## src/rtl/core/fde_pkg.sv

```systemverilog
package fde_pkg;

    // Status codes carried by the final item of a message.
    localparam logic [1:0] ST_OK        = 2'd0;
    localparam logic [1:0] ST_INV_ENC   = 2'd1;
    localparam logic [1:0] ST_TOO_LONG  = 2'd2;
    localparam logic [1:0] ST_TOO_SHORT = 2'd3;

    // Configuration register indexes.
    localparam logic CFG_MIN_LENGTH = 1'b0;
    localparam logic CFG_MAX_LENGTH = 1'b1;

    localparam int CFG_W = 16;

    localparam logic [7:0] CH_PERCENT = 8'h25;
    localparam logic [7:0] CH_PLUS    = 8'h2B;
    localparam logic [7:0] CH_STAR    = 8'h2A;
    localparam logic [7:0] CH_DASH    = 8'h2D;
    localparam logic [7:0] CH_UNDER   = 8'h5F;
    localparam logic [7:0] CH_SPACE   = 8'h20;
    localparam logic [7:0] CH_AMP     = 8'h26;
    localparam logic [7:0] CH_LT      = 8'h3C;
    localparam logic [7:0] CH_GT      = 8'h3E;

    // Queue between decoder and expander.
    localparam int Q_DEPTH = 4;
    localparam int Q_PTR_W = 2;

    // Expansion beat index; the longest expansion is five beats.
    localparam int IDX_W = 3;

    typedef enum logic [1:0] {
        PH_IDLE,
        PH_HIGH,
        PH_LOW
    } t_phase;

    typedef struct packed {
        logic       is_status;
        logic [7:0] data;
        logic [1:0] code;
    } t_op;

    typedef struct packed {
        logic       ok;
        logic [3:0] val;
    } t_hex;

    function automatic t_hex hex_decode(input logic [7:0] c);
        t_hex h;
        h.ok  = 1'b1;
        h.val = 4'd0;
        if (c >= 8'h30 && c <= 8'h39) begin
            h.val = 4'(c - 8'h30);
        end else if (c >= 8'h41 && c <= 8'h46) begin
            h.val = 4'(c - 8'h37);
        end else if (c >= 8'h61 && c <= 8'h66) begin
            h.val = 4'(c - 8'h57);
        end else begin
            h.ok = 1'b0;
        end
        return h;
    endfunction

    function automatic logic passes_through(input logic [7:0] c);
        return (c >= 8'h30 && c <= 8'h39) || (c >= 8'h41 && c <= 8'h5A) ||
               (c >= 8'h61 && c <= 8'h7A) || c == CH_STAR || c == CH_DASH ||
               c == CH_UNDER;
    endfunction

    // Number of output beats that one queued op expands into.
    function automatic logic [IDX_W-1:0] op_len(input t_op op);
        logic [IDX_W-1:0] n;
        n = IDX_W'(1);
        if (!op.is_status) begin
            if (op.data == CH_AMP) begin
                n = IDX_W'(5);
            end else if (op.data == CH_LT || op.data == CH_GT) begin
                n = IDX_W'(4);
            end
        end
        return n;
    endfunction

    // Character at beat idx of the HTML-escaped form of a data byte.
    function automatic logic [7:0] esc_char(input logic [7:0] b,
                                            input logic [IDX_W-1:0] idx);
        logic [7:0] ch;
        ch = b;
        if (b == CH_AMP) begin
            unique case (idx)
                3'd0:    ch = "&";
                3'd1:    ch = "a";
                3'd2:    ch = "m";
                3'd3:    ch = "p";
                default: ch = ";";
            endcase
        end else if (b == CH_LT || b == CH_GT) begin
            unique case (idx)
                3'd0:    ch = "&";
                3'd1:    ch = (b == CH_LT) ? 8'h6C : 8'h67;
                3'd2:    ch = "t";
                default: ch = ";";
            endcase
        end
        return ch;
    endfunction

endpackage

```

## src/rtl/core/fde_front.sv

```systemverilog
module fde_front #(
    parameter int LENGTH_BITS = 16
) (
    input  logic                  i_clk,
    input  logic                  i_rst_n,
    input  logic                  i_accept,
    input  logic [7:0]            i_in_byte,
    input  logic                  i_is_end,
    input  logic [15:0]           i_min_length,
    input  logic [15:0]           i_max_length,
    output logic                  o_push,
    output fde_pkg::t_op          o_op
);
    import fde_pkg::*;

    localparam int CW = (LENGTH_BITS > CFG_W) ? LENGTH_BITS : CFG_W;

    t_phase                 r_phase, n_phase;
    logic [3:0]             r_high, n_high;
    logic [LENGTH_BITS-1:0] r_count, n_count;
    logic [1:0]             r_err, n_err;

    t_hex                   hex;
    logic                   pass_ok;
    logic [7:0]             esc_byte;
    logic [CW-1:0]          count_ext, max_ext, min_ext, mask_ext, limit;
    logic                   too_long;

    assign hex       = hex_decode(i_in_byte);
    assign pass_ok   = passes_through(i_in_byte);
    assign esc_byte  = {r_high, hex.val};
    assign count_ext = CW'(r_count);
    assign max_ext   = CW'(i_max_length);
    assign min_ext   = CW'(i_min_length);
    assign mask_ext  = CW'({LENGTH_BITS{1'b1}});
    assign limit     = (max_ext < mask_ext) ? max_ext : mask_ext;
    assign too_long  = count_ext >= limit;

    // Escape sequencing.
    always_comb begin
        n_phase = r_phase;
        if (i_accept) begin
            if (i_is_end) begin
                n_phase = PH_IDLE;
            end else if (r_err == ST_OK) begin
                unique case (r_phase)
                    PH_IDLE: begin
                        if (!too_long && i_in_byte == CH_PERCENT) n_phase = PH_HIGH;
                    end
                    PH_HIGH: begin
                        if (hex.ok) n_phase = PH_LOW;
                    end
                    default: n_phase = PH_IDLE;
                endcase
            end
        end
    end

    // Decoded ops, count and first error.
    always_comb begin
        n_high  = r_high;
        n_count = r_count;
        n_err   = r_err;
        o_push  = 1'b0;
        o_op    = '0;
        if (i_accept) begin
            if (i_is_end) begin
                o_push         = 1'b1;
                o_op.is_status = 1'b1;
                if (r_err != ST_OK) begin
                    o_op.code = r_err;
                end else if (r_phase != PH_IDLE) begin
                    o_op.code = ST_INV_ENC;
                end else if (count_ext < min_ext) begin
                    o_op.code = ST_TOO_SHORT;
                end else begin
                    o_op.code = ST_OK;
                end
                n_high  = 4'd0;
                n_count = '0;
                n_err   = ST_OK;
            end else if (r_err == ST_OK) begin
                unique case (r_phase)
                    PH_HIGH: begin
                        if (hex.ok) n_high = hex.val;
                        else        n_err  = ST_INV_ENC;
                    end
                    PH_LOW: begin
                        if (!hex.ok || esc_byte == 8'd0) begin
                            n_err = ST_INV_ENC;
                        end else begin
                            o_push    = 1'b1;
                            o_op.data = esc_byte;
                            n_count   = r_count + 1'b1;
                        end
                    end
                    default: begin
                        priority if (too_long) begin
                            n_err = ST_TOO_LONG;
                        end else if (i_in_byte == CH_PERCENT) begin
                            n_err = r_err;
                        end else if (i_in_byte == CH_PLUS) begin
                            o_push    = 1'b1;
                            o_op.data = CH_SPACE;
                            n_count   = r_count + 1'b1;
                        end else if (pass_ok) begin
                            o_push    = 1'b1;
                            o_op.data = i_in_byte;
                            n_count   = r_count + 1'b1;
                        end else begin
                            n_err = ST_INV_ENC;
                        end
                    end
                endcase
            end
        end
    end

    always_ff @(posedge i_clk) begin
        if (!i_rst_n) begin
            r_phase <= PH_IDLE;
            r_high  <= 4'd0;
            r_count <= '0;
            r_err   <= ST_OK;
        end else begin
            r_phase <= n_phase;
            r_high  <= n_high;
            r_count <= n_count;
            r_err   <= n_err;
        end
    end

    a_end_clears: assert property (@(posedge i_clk) disable iff (!i_rst_n)
        i_accept && i_is_end |=> r_count == '0 && r_err == ST_OK && r_phase == PH_IDLE)
        else $error("state not cleared after end beat");

    a_err_freezes_count: assert property (@(posedge i_clk) disable iff (!i_rst_n)
        i_accept && !i_is_end && r_err != ST_OK |=> $stable(r_count) && $stable(r_err))
        else $error("state changed after first error");

    a_count_in_range: assert property (@(posedge i_clk) disable iff (!i_rst_n)
        o_push && !o_op.is_status |-> count_ext < limit || r_phase == PH_LOW)
        else $error("data emitted past the length limit");

endmodule

```

## src/rtl/core/fde_fifo.sv

```systemverilog
module fde_fifo (
    input  logic         i_clk,
    input  logic         i_rst_n,
    input  logic         i_push,
    input  fde_pkg::t_op i_op,
    input  logic         i_pop,
    output logic         o_full,
    output logic         o_empty,
    output fde_pkg::t_op o_op
);
    import fde_pkg::*;

    t_op                r_mem [Q_DEPTH];
    logic [Q_PTR_W-1:0] r_wr_ptr, n_wr_ptr;
    logic [Q_PTR_W-1:0] r_rd_ptr, n_rd_ptr;
    logic [Q_PTR_W:0]   r_count, n_count;

    assign o_full  = r_count == (Q_PTR_W+1)'(Q_DEPTH);
    assign o_empty = r_count == '0;
    assign o_op    = r_mem[r_rd_ptr];

    always_comb begin
        n_wr_ptr = r_wr_ptr + Q_PTR_W'(i_push);
        n_rd_ptr = r_rd_ptr + Q_PTR_W'(i_pop);
        n_count  = r_count + (Q_PTR_W+1)'(i_push) - (Q_PTR_W+1)'(i_pop);
    end

    always_ff @(posedge i_clk) begin
        if (i_push) r_mem[r_wr_ptr] <= i_op;
    end

    always_ff @(posedge i_clk) begin
        if (!i_rst_n) begin
            r_wr_ptr <= '0;
            r_rd_ptr <= '0;
            r_count  <= '0;
        end else begin
            r_wr_ptr <= n_wr_ptr;
            r_rd_ptr <= n_rd_ptr;
            r_count  <= n_count;
        end
    end

    a_no_overflow: assert property (@(posedge i_clk) disable iff (!i_rst_n)
        o_full |-> !i_push || i_pop)
        else $error("push into full queue");

    a_no_underflow: assert property (@(posedge i_clk) disable iff (!i_rst_n)
        o_empty |-> !i_pop)
        else $error("pop from empty queue");

    a_count_bound: assert property (@(posedge i_clk) disable iff (!i_rst_n)
        r_count <= (Q_PTR_W+1)'(Q_DEPTH))
        else $error("queue count out of range");

endmodule

```

## src/rtl/core/fde_back.sv

```systemverilog
module fde_back (
    input  logic         i_clk,
    input  logic         i_rst_n,
    input  logic         i_q_empty,
    input  fde_pkg::t_op i_q_op,
    output logic         o_pop,
    output logic         o_out_valid,
    input  logic         i_out_stall,
    output logic         o_is_status,
    output logic [7:0]   o_out_byte,
    output logic [1:0]   o_status_code,
    output logic         o_last
);
    import fde_pkg::*;

    logic             r_valid, n_valid;
    t_op              r_op, n_op;
    logic [IDX_W-1:0] r_idx, n_idx;
    logic [IDX_W-1:0] len;
    logic             fire;
    logic             last_beat;

    assign len       = op_len(r_op);
    assign last_beat = r_idx == len - 1'b1;
    assign fire      = r_valid && !i_out_stall;

    // A new op is taken when the output holds nothing or its final beat leaves.
    always_comb begin
        n_valid = r_valid;
        n_op    = r_op;
        n_idx   = r_idx;
        o_pop   = 1'b0;
        if (!r_valid || (fire && last_beat)) begin
            o_pop   = !i_q_empty;
            n_valid = !i_q_empty;
            n_op    = i_q_op;
            n_idx   = '0;
        end else if (fire) begin
            n_idx = r_idx + 1'b1;
        end
    end

    assign o_out_valid   = r_valid;
    assign o_is_status   = r_op.is_status;
    assign o_out_byte    = r_op.is_status ? 8'd0 : esc_char(r_op.data, r_idx);
    assign o_status_code = r_op.is_status ? r_op.code : ST_OK;
    assign o_last        = last_beat;

    always_ff @(posedge i_clk) begin
        r_op <= n_op;
        if (!i_rst_n) begin
            r_valid <= 1'b0;
            r_idx   <= '0;
        end else begin
            r_valid <= n_valid;
            r_idx   <= n_idx;
        end
    end

    a_idx_in_range: assert property (@(posedge i_clk) disable iff (!i_rst_n)
        r_valid |-> r_idx < len)
        else $error("beat index past expansion length");

    a_hold_on_stall: assert property (@(posedge i_clk) disable iff (!i_rst_n)
        r_valid && i_out_stall |=> r_valid && $stable(r_idx) && $stable(r_op))
        else $error("output beat changed while stalled");

    a_status_single: assert property (@(posedge i_clk) disable iff (!i_rst_n)
        r_valid && r_op.is_status |-> last_beat)
        else $error("status item spans more than one beat");

endmodule

```

## src/rtl/core/form_decode_html_escape.sv

```systemverilog
// Form decoder with HTML escaping.
// The decoder pushes each op straight into a 4-entry op queue and the expander loads the
// queue head into its output register. Throughput: one input beat per cycle while the
// queue is not full and one output beat per cycle unless stalled; '&' gives 5 beats, '<' or '>' 4.
// Reset (synchronous, active low) clears all decode state and the queue, and sets
// min_length to 0 and max_length to 65535.
module form_decode_html_escape #(
    parameter int LENGTH_BITS = 16
) (
    input  logic        i_clk,
    input  logic        i_rst_n,
    input  logic        i_in_valid,
    output logic        o_in_stall,
    input  logic [7:0]  i_in_byte,
    input  logic        i_is_end,
    output logic        o_out_valid,
    input  logic        i_out_stall,
    output logic        o_is_status,
    output logic [7:0]  o_out_byte,
    output logic [1:0]  o_status_code,
    output logic        o_last,
    input  logic        i_cfg_valid,
    output logic        o_cfg_ready,
    input  logic        i_cfg_index,
    input  logic [15:0] i_cfg_data
);
    import fde_pkg::*;

    logic [15:0] r_min_length;
    logic [15:0] r_max_length;

    logic        accept;
    logic        push;
    logic        pop;
    logic        q_full;
    logic        q_empty;
    t_op         push_op;
    t_op         head_op;

    assign o_cfg_ready = 1'b1;
    assign o_in_stall  = q_full;
    assign accept      = i_in_valid && !q_full;

    always_ff @(posedge i_clk) begin
        if (!i_rst_n) begin
            r_min_length <= 16'd0;
            r_max_length <= 16'hFFFF;
        end else if (i_cfg_valid) begin
            unique case (i_cfg_index)
                CFG_MIN_LENGTH: r_min_length <= i_cfg_data;
                default:        r_max_length <= i_cfg_data;
            endcase
        end
    end

    fde_front #(
        .LENGTH_BITS (LENGTH_BITS)
    ) u_front (
        .i_clk        (i_clk),
        .i_rst_n      (i_rst_n),
        .i_accept     (accept),
        .i_in_byte    (i_in_byte),
        .i_is_end     (i_is_end),
        .i_min_length (r_min_length),
        .i_max_length (r_max_length),
        .o_push       (push),
        .o_op         (push_op)
    );

    fde_fifo u_fifo (
        .i_clk   (i_clk),
        .i_rst_n (i_rst_n),
        .i_push  (push),
        .i_op    (push_op),
        .i_pop   (pop),
        .o_full  (q_full),
        .o_empty (q_empty),
        .o_op    (head_op)
    );

    fde_back u_back (
        .i_clk         (i_clk),
        .i_rst_n       (i_rst_n),
        .i_q_empty     (q_empty),
        .i_q_op        (head_op),
        .o_pop         (pop),
        .o_out_valid   (o_out_valid),
        .i_out_stall   (i_out_stall),
        .o_is_status   (o_is_status),
        .o_out_byte    (o_out_byte),
        .o_status_code (o_status_code),
        .o_last        (o_last)
    );

endmodule

```

## config.mk

```make
export PLATFORM = sky130hd
export DESIGN_NAME = form_decode_html_escape
export DESIGN_NICKNAME = d
export VERILOG_FILES = /design/src/rtl/core/fde_pkg.sv /design/src/rtl/core/fde_front.sv /design/src/rtl/core/fde_fifo.sv /design/src/rtl/core/fde_back.sv /design/src/rtl/core/form_decode_html_escape.sv
export SDC_FILE = /design/constraint.sdc
export NUM_CORES = 1
export LEC_CHECK = 0
export ABC_AREA = 1
export BUFFER_PORTS_ARGS = -buffer_cell sky130_fd_sc_hd__buf_2
export CELL_PAD_IN_SITES_DETAIL_PLACEMENT = 1
export CELL_PAD_IN_SITES_GLOBAL_PLACEMENT = 1
export CORE_MARGIN = 1
export CORE_UTILIZATION = 49
export DETAILED_ROUTE_END_ITERATION = 8
export GPL_TIMING_DRIVEN = 0
export PLACE_DENSITY = 0.85
export SLEW_MARGIN = 40
export SYNTH_ARGS = -nofsm -noshare
export SYNTH_HDL_FRONTEND = slang
export SYNTH_HIERARCHICAL = 1
export SYNTH_SLANG_ARGS = --single-unit
```

## constraint.sdc

```tcl
create_clock -name i_clk -period 6.6 [get_ports i_clk]
set_clock_uncertainty 0.1 [all_clocks]
set_input_delay 1.65 -clock i_clk [delete_from_list [all_inputs] [get_ports i_clk]]
set_output_delay 1.65 -clock i_clk [all_outputs]
set_load 0.01 [all_outputs]
```

; Word-level counts from Yosys, hierarchy flattened
; Memory sizes are Yosys's and may differ from the RTL's. A register that Yosys moved wholly into a read port is not among the register bits.
; Cells that the tools add are included.
[totals]
ff_bits = 67
latch_bits = 0
ramBits = 44
rom_bits = 0
input_bits = 31
out_inout_bits = 15
wordCells = 171
n_memories = 1
[memory_table]
columns = name, words, width, read_ports, rd_clocked_by_memory_dff, write_ports, line
row1 = u_fifo.r_mem, 4, 11, 1, 1, 1, fde_fifo.sv:13  ; t_op r_mem [Q_DEPTH];
[op_classes]
n_addsub = 10
n_mul = 0
n_div = 0
magnitude_cmp = 11
n_eq_ne = 26
n_shift = 0
muxes = 69
n_bitwise = 2
n_reduce_logical = 41
[op_table]
columns = operator, n
row1 = $mux 16, 8
row2 = $mux 8, 10
row3 = $eq 8x6->1 const B, 7
row4 = $mux 2, 17
row5 = $le 8x7->1 const B, 4
row6 = $mux 4, 8
row7 = $pmux 16 s2, 1
row8 = $pmux 7 s4, 1
row9 = $pmux 8 s3, 1
row10 = $add 16x1->16 const B, 1
row11 = $ge 16x16->1, 1
row12 = $ge 8x7->1 const B, 2
row13 = $lt 16x16->1, 1
row14 = $lt 16x16->1 const B, 1
row15 = $pmux 8 s2, 1
row16 = $mux 1, 15
row17 = $reduce_and 7->1, 2
row18 = $ne 3x3->1 const B, 4
row19 = $mux 11, 1
row20 = $ne 5x4->1 const B, 2
row21 = $reduce_bool 2->1, 5
row22 = $logic_and 1x1->1, 9
row23 = $mux 3, 3
row24 = $ne 3x2->1 const B, 3
row25 = other kinds (30), 51

; Logic depth before layout (Yosys ltp)
[depth]
word_depth = 17
depth_mapped = 20
mapped_depth_nobuf = 20

; By module
; Netlist, hierarchy kept.
[by_module_without_submodules]
columns = module, n_inst, cells_per_inst, area_each_um2, seq_area_each_um2
row1 = fde_front, 1, 539, 3108.0, 480.5
row2 = fde_fifo, 1, 176, 2143.3, 1461.4
row3 = form_decode_html_escape, 1, 178, 1298.7, 640.6
row4 = fde_back, 1, 121, 942.2, 410.4

; Worst setup path after synthesis
; OpenSTA, ideal clock, no wires.
[synth_path]
kind = input -> register
start = in i_in_byte[1]
end = mem u_fifo/r_mem[0][0] in the netlist's numbering (enable)
setup_ns = 0.393
arrival_time_ns = 4.047
required_time_ns = 6.107
path_slack_ns = 2.060
stages = 17
n_path_buf = 0
cell_sequence = inv_1 ha_1 nor2_1 nand2_1 nand3_4 nand2_1 nand2_1 nand2_1 inv_1 nand2_1 nand4_2 nand2_2 o21ai_2 nand2_1 o21ai_0 inv_1 nor3_1
[synth_between]
elab_chain_len = 17
word_cells_on_any_way = 46
cone_classes = add/sub: 3 / order compare: 8 / eq/ne: 5 / mux: 17 / reduce/logical: 13
[synth_lines]
columns = item, line
row1 = start: declaration, form_decode_html_escape.sv:14  ; input logic [7:0] i_in_byte,
row2 = "$ge 8x6->1, or another cell as far along", "fde_pkg.sv:53, fde_pkg.sv:66"
row3 = "$logic_and 1x1->1, on equally long branches", "fde_pkg.sv:53, fde_pkg.sv:66"
row4 = $logic_or 1x1->1 (2 in series), fde_pkg.sv:66  ; return (c >= 8'h30 && c <= 8'h39) || (c >= 8'h41 && c <= 8'h5A) ||
row5 = $logic_or 1x1->1 (3 in series), fde_pkg.sv:67  ; (c >= 8'h61 && c <= 8'h7A) || c == CH_STAR || c == CH_DASH ||
row6 = $mux 1, fde_front.sv:106  ; end else if (pass_ok) begin
row7 = $mux 1, fde_front.sv:102  ; end else if (i_in_byte == CH_PLUS) begin
row8 = $mux 1, fde_front.sv:100  ; end else if (i_in_byte == CH_PERCENT) begin
row9 = $mux 1, fde_front.sv:98  ; priority if (too_long) begin
row10 = $pmux 1 s2 *, fde_front.sv:83  ; unique case (r_phase)
row11 = $mux 1 *, fde_front.sv:82  ; end else if (r_err == ST_OK) begin
row12 = $mux 1 *, fde_front.sv:67  ; if (i_is_end) begin
row13 = $mux 1 *, fde_front.sv:66  ; if (i_accept) begin
row14 = net push, form_decode_html_escape.sv:33  ; logic push;
row15 = $mux 1 *, fde_fifo.sv:29  ; if (i_push) r_mem[r_wr_ptr] <= i_op;
row16 = $mux 1 (implied by the code) *, fde_fifo.sv:29
row17 = end: declaration, fde_fifo.sv:13
; Mark *: on every way through the listed nets, which the timed path passes. The rest lies on a longest branch.

; Worst setup path after layout
[layout_path]
start = in i_in_byte[1]
end = mem u_fifo/r_mem[0][5] in the netlist's numbering (enable)
; Same word-level chain as after synthesis.

==> flow_results.xml <==
<?xml version="1.0" encoding="UTF-8"?>
<metrics>
  <group name="outcome">
    <metric name="status" unit="">complete, but fails checks</metric>
    <metric name="failed_checks" unit="">design-rule violations</metric>
  </group>
  <group name="power_and_ir_drop">
    <metric name="power.density" unit="nW/um2">371</metric>
    <metric name="ir_worst_vdd" unit="mV">0.174</metric>
    <metric name="standby_leakage_power" unit="uW">0.00418</metric>
    <metric name="design_power_total" unit="uW">3180</metric>
  </group>
  <group name="yosys">
    <metric name="syn-instance-count" unit="">1014</metric>
    <metric name="synth.distinct_cells" unit="">41</metric>
    <metric name="post-synth-top-area-fraction" unit="">0.220</metric>
    <metric name="synth-warning-count" unit="">6</metric>
    <metric name="number_of_enable_flip_flop_cells_after_synthesis" unit="">55</metric>
    <metric name="ys_seq_area_frac" unit="">0.399</metric>
    <metric name="syn_area" unit="um2">7490</metric>
    <metric name="synth_area_leader_cell" unit="">edfxtp_1</metric>
    <metric name="syn_area_per_cell" unit="um2">7.39</metric>
    <metric name="synth_flop_cell" unit="">dfxtp_1</metric>
    <metric name="synth-seq-cells" unit="">122</metric>
    <metric name="cell_types_with_the_largest_area_share_after_synthesis" unit="">edfxtp_1, dfxtp_1, nand2_1</metric>
    <metric name="mappedNetlistNets" unit="">1095</metric>
    <metric name="async_flop_share" unit="">0</metric>
  </group>
  <group name="layout">
    <metric name="areaGrowthSynthToFinish" unit="%">14.2</metric>
    <metric name="antenna_cells_inserted" unit="">0</metric>
    <metric name="final_nets" unit="">1160</metric>
    <metric name="proportion_of_layout_cells_with_a_drive_suffix_above_1" unit="">0.144</metric>
    <metric name="n_fill_cell" unit="">1899</metric>
  </group>
  <group name="routing">
    <metric name="routed_wire_length_per_instance" unit="um">16.7</metric>
    <metric name="drcViolationCount" unit="">4</metric>
    <metric name="drt_iter0_markers" unit="">300</metric>
    <metric name="num_vias" unit="">6896</metric>
    <metric name="ant_nets" unit="">0</metric>
    <metric name="detail_route.first_pass.iterations" unit="">6</metric>
    <metric name="average_vias_per_placed_instance" unit="">5.40</metric>
    <metric name="detail_route.wirelength" unit="um">21400</metric>
  </group>
  <group name="flow_run">
    <metric name="maxCapViolations" unit="">0</metric>
  </group>
  <group name="timing">
    <metric name="timing.fmax" unit="MHz">198</metric>
    <metric name="final_hold_viol_count" unit="">0</metric>
    <metric name="min_period_over_period" unit="">0.764</metric>
    <metric name="unrepaired_setup_endpoints_after_global_routing" unit="">false</metric>
    <metric name="timing_worst_slew_pin_value" unit="ps">692</metric>
    <metric name="timing.final.max_slew_violations" unit="">0</metric>
    <metric name="totalNegativeSetupSlack" unit="ps">0</metric>
    <metric name="setup_viol_count_final" unit="">0</metric>
    <metric name="crit_path_time_final" unit="ps">5040</metric>
    <metric name="timing.slew.headroom" unit="">0.536</metric>
  </group>
  <group name="worst_setup_path">
    <metric name="setup.worst_path.end_class" unit="">flip-flop</metric>
    <metric name="crit-reg2reg-capture" unit="">u_fifo/r_mem[0][5]$_DFFE_PP_</metric>
    <metric name="cp.required" unit="ps">6610</metric>
    <metric name="arrival" unit="ps">5050</metric>
    <metric name="critical_path.startpoint_type" unit="">input pin</metric>
    <metric name="worstSetupPathType" unit="">input pin to flip-flop</metric>
    <metric name="path_max_fanout" unit="">9</metric>
    <metric name="worstRegToRegCells" unit="">13</metric>
    <metric name="regToRegSetupSlack" unit="ps">2490</metric>
    <metric name="crit-reg2reg-launch" unit="">u_front/count_ext[13]$_SDFFE_PN0P_</metric>
  </group>
  <group name="placement">
    <metric name="place_hpwl" unit="um">15500</metric>
    <metric name="portBuffers" unit="">39</metric>
    <metric name="finalWeightedCongestion" unit="">0.847</metric>
  </group>
  <group name="floorplanning">
    <metric name="fp.dieH" unit="um">126</metric>
    <metric name="fp.dieArea" unit="um2">15800</metric>
    <metric name="io_pins" unit="">46</metric>
    <metric name="die_width" unit="um">126</metric>
    <metric name="floorplan.initialDensity" unit="">0.510</metric>
    <metric name="core-area" unit="um2">14700</metric>
    <metric name="rows" unit="">44</metric>
  </group>
  <group name="global_route">
    <metric name="vias_in_the_first_global_route" unit="">7050</metric>
    <metric name="grt_start_max_net_pins" unit="">17</metric>
    <metric name="grt_remaining_overflow" unit="">0</metric>
    <metric name="grtUsageTotal" unit="">0.287</metric>
    <metric name="initial_antenna_violation_count" unit="">0</metric>
    <metric name="grt_first_pass_wirelength" unit="um">35400</metric>
  </group>
  <group name="worst_hold_path">
    <metric name="hold_start" unit="">r_min_length[2]$_SDFFE_PN0P_</metric>
    <metric name="holdPathStages" unit="">2</metric>
    <metric name="worst_hold_path_type" unit="">flip-flop to flip-flop</metric>
    <metric name="whs_endpoint" unit="">r_min_length[2]$_SDFFE_PN0P_</metric>
  </group>
  <group name="cts">
    <metric name="worstSkewPairLatency" unit="ps">410</metric>
    <metric name="clock_sink_count" unit="">122</metric>
    <metric name="cts_root_buffer" unit="">clkbuf_16</metric>
    <metric name="number_of_buffers_inserted_during_clock_tree_synthesis" unit="">17</metric>
    <metric name="ctsResizeCount" unit="">0</metric>
    <metric name="cts_buffer_depth" unit="">2</metric>
    <metric name="hold_buffers" unit="">0</metric>
    <metric name="cts_post_setup_buffers_inserted" unit="">0</metric>
    <metric name="clk_transition_reported_paths" unit="ps">50</metric>
    <metric name="tritoncts" unit="">built</metric>
    <metric name="cts.htree.levels" unit="">4</metric>
  </group>
</metrics>
-- worst max-delay path, cell delays in order --
cell     delay, ps
buf_2          180
inv_1          100
ha_1           220
nor2_1         110
nand2_1        120
nand3_4        150
nand2_1         60
nand2_1         60
nand2_1         60
inv_1           90
nand2_1         70
nand4_2        110
nand2_2         70
o21ai_2        190
nand2_1        100
o21ai_0        520
inv_1          280
nor3_2         590
buf_2          330
-- state kept, by name, indices dropped and copies added, names as in the netlist --
signal and flops:
u_fifo/r_wr_ptr 2, u_back/r_idx 3, u_front/r_high 4, r_max_length 16
r_min_length 16, u_fifo/r_count 3, u_front/r_err 2, u_front/count_ext 16
u_fifo/r_rd_ptr 2, u_back/r_op 10, u_front/r_phase 2, u_back/o_is_status 1
u_back/o_out_valid 1, u_fifo/r_mem 44
-- through the flow --
stage	worst slack, ps	cells	utilization	instance area, um2	hold WS [ps]
after detailed placement	1300	1244	0.543	7990	366
final	1560	1276	0.582	8560	378
after CTS	1630	1276	0.582	8560	385
after floorplan	2060	1014	-	7490	340
after global placement	741	1237	0.539	7920	355
after global routing	1350	1276	0.582	8560	403
-- where the power goes --
part / switching, uW / internal, uW
clock network: 339 / 564
registers: 139 / 976
logic: 755 / 404
-- Yosys cell counts (9+ instances only) --
cell type / number
nand3_1: 66
nand2_1: 239
buf_6: 11
o21ai_0: 33
o21ai_1: 12
dfxtp_1: 67
a21oi_1: 43
nand4_1: 23
clkbuf_1: 9
inv_1: 163
nor3_1: 20
o211ai_1: 13
edfxtp_1: 55
inv_2: 15
nand3_2: 9
nor2_1: 125
ha_1: 49
nand2_2: 9
-- per-layer routing --
metal	global-route usage	routed length, um	up-vias
li1	-	-	3386
met1	0.345	9230	3280
met2	0.514	10800	185
met3	0.0484	789	45
met4	0.105	555	0
met5	0	0	-
-- worst max-delay path by stage --
stage | cells after the start | to | slack (ps) | startpoint
after floorplan | 17 | u_fifo/r_mem[0][0]$_DFFE_PP_ | 2060 | i_in_byte[1]
after global placement | 18 | u_fifo/r_mem[3][2]$_DFFE_PP_ | 740 | i_in_byte[0]
after detailed placement | 19 | u_fifo/r_mem[0][2]$_DFFE_PP_ | 1300 | i_in_byte[1]
after CTS | 19 | u_fifo/r_mem[0][5]$_DFFE_PP_ | 1630 | i_in_byte[1]
after global routing | 18 | u_fifo/r_mem[0][5]$_DFFE_PP_ | 1350 | i_in_byte[0]
final | 19 | u_fifo/r_mem[0][5]$_DFFE_PP_ | 1560 | i_in_byte[1]
-- cell families (layout without fill, tap and decap cells) --
| family | after synthesis | in the layout | synth area share |
|---|---|---|---|
| AO/OA/AOI/OAI | 120 | 120 | 0.0917 |
| other | 1 | 1 | 0.000501 |
| buffers and inverters | 211 | 289 | 0.123 |
| flip-flops | 122 | 122 | 0.399 |
| XOR/XNOR | 2 | 2 | 0.00234 |
| AND/OR/NAND/NOR | 508 | 508 | 0.298 |
| adder cells (fa/ha/maj) | 50 | 50 | 0.0845 |
-- cell usage in the layout, fill, tap and decap left out, types with 2 or more instances in the layout --
cell type / count
nor3_1: 16
o21ai_1: 12
a21oi_2: 8
o21ai_2: 2
o31ai_1: 2
nand3_1: 66
inv_1: 163
a21oi_1: 43
nor4_1: 3
xor2_1: 2
dfxtp_1: 67
nor2_1: 125
edfxtp_1: 55
nor3_2: 5
o211ai_1: 13
nand4_1: 23
clkbuf_1: 12
o21ai_0: 33
nand2_1: 239
nor2_4: 3
bufinv_16: 2
clkbuf_16: 17
nor2_2: 5
clkbuf_4: 2
buf_4: 10
clkinv_1: 2
nand3_2: 9
buf_2: 46
ha_1: 49
inv_2: 15
clkinvlp_4: 5
buf_6: 11
a31oi_1: 4
nand2_2: 9
-- layout make-up --
| cell class | count | area, um2 | share of cell area |
|---|---|---|---|
| inverters | 178 | 668 | 0.0781 |
| plain buffers | 33 | 255 | 0.0298 |
| multi-input cells | 681 | 3600 | 0.420 |
| clock buffers | 21 | 450 | 0.0526 |
| clock inverters | 11 | 123 | 0.0143 |
| flip-flops and latches | 122 | 2990 | 0.350 |
| well taps | 184 | 230 | 0.0269 |
| repair buffers | 46 | 243 | 0.0284 |
Note: power is estimated with default switching activity, not from simulation.
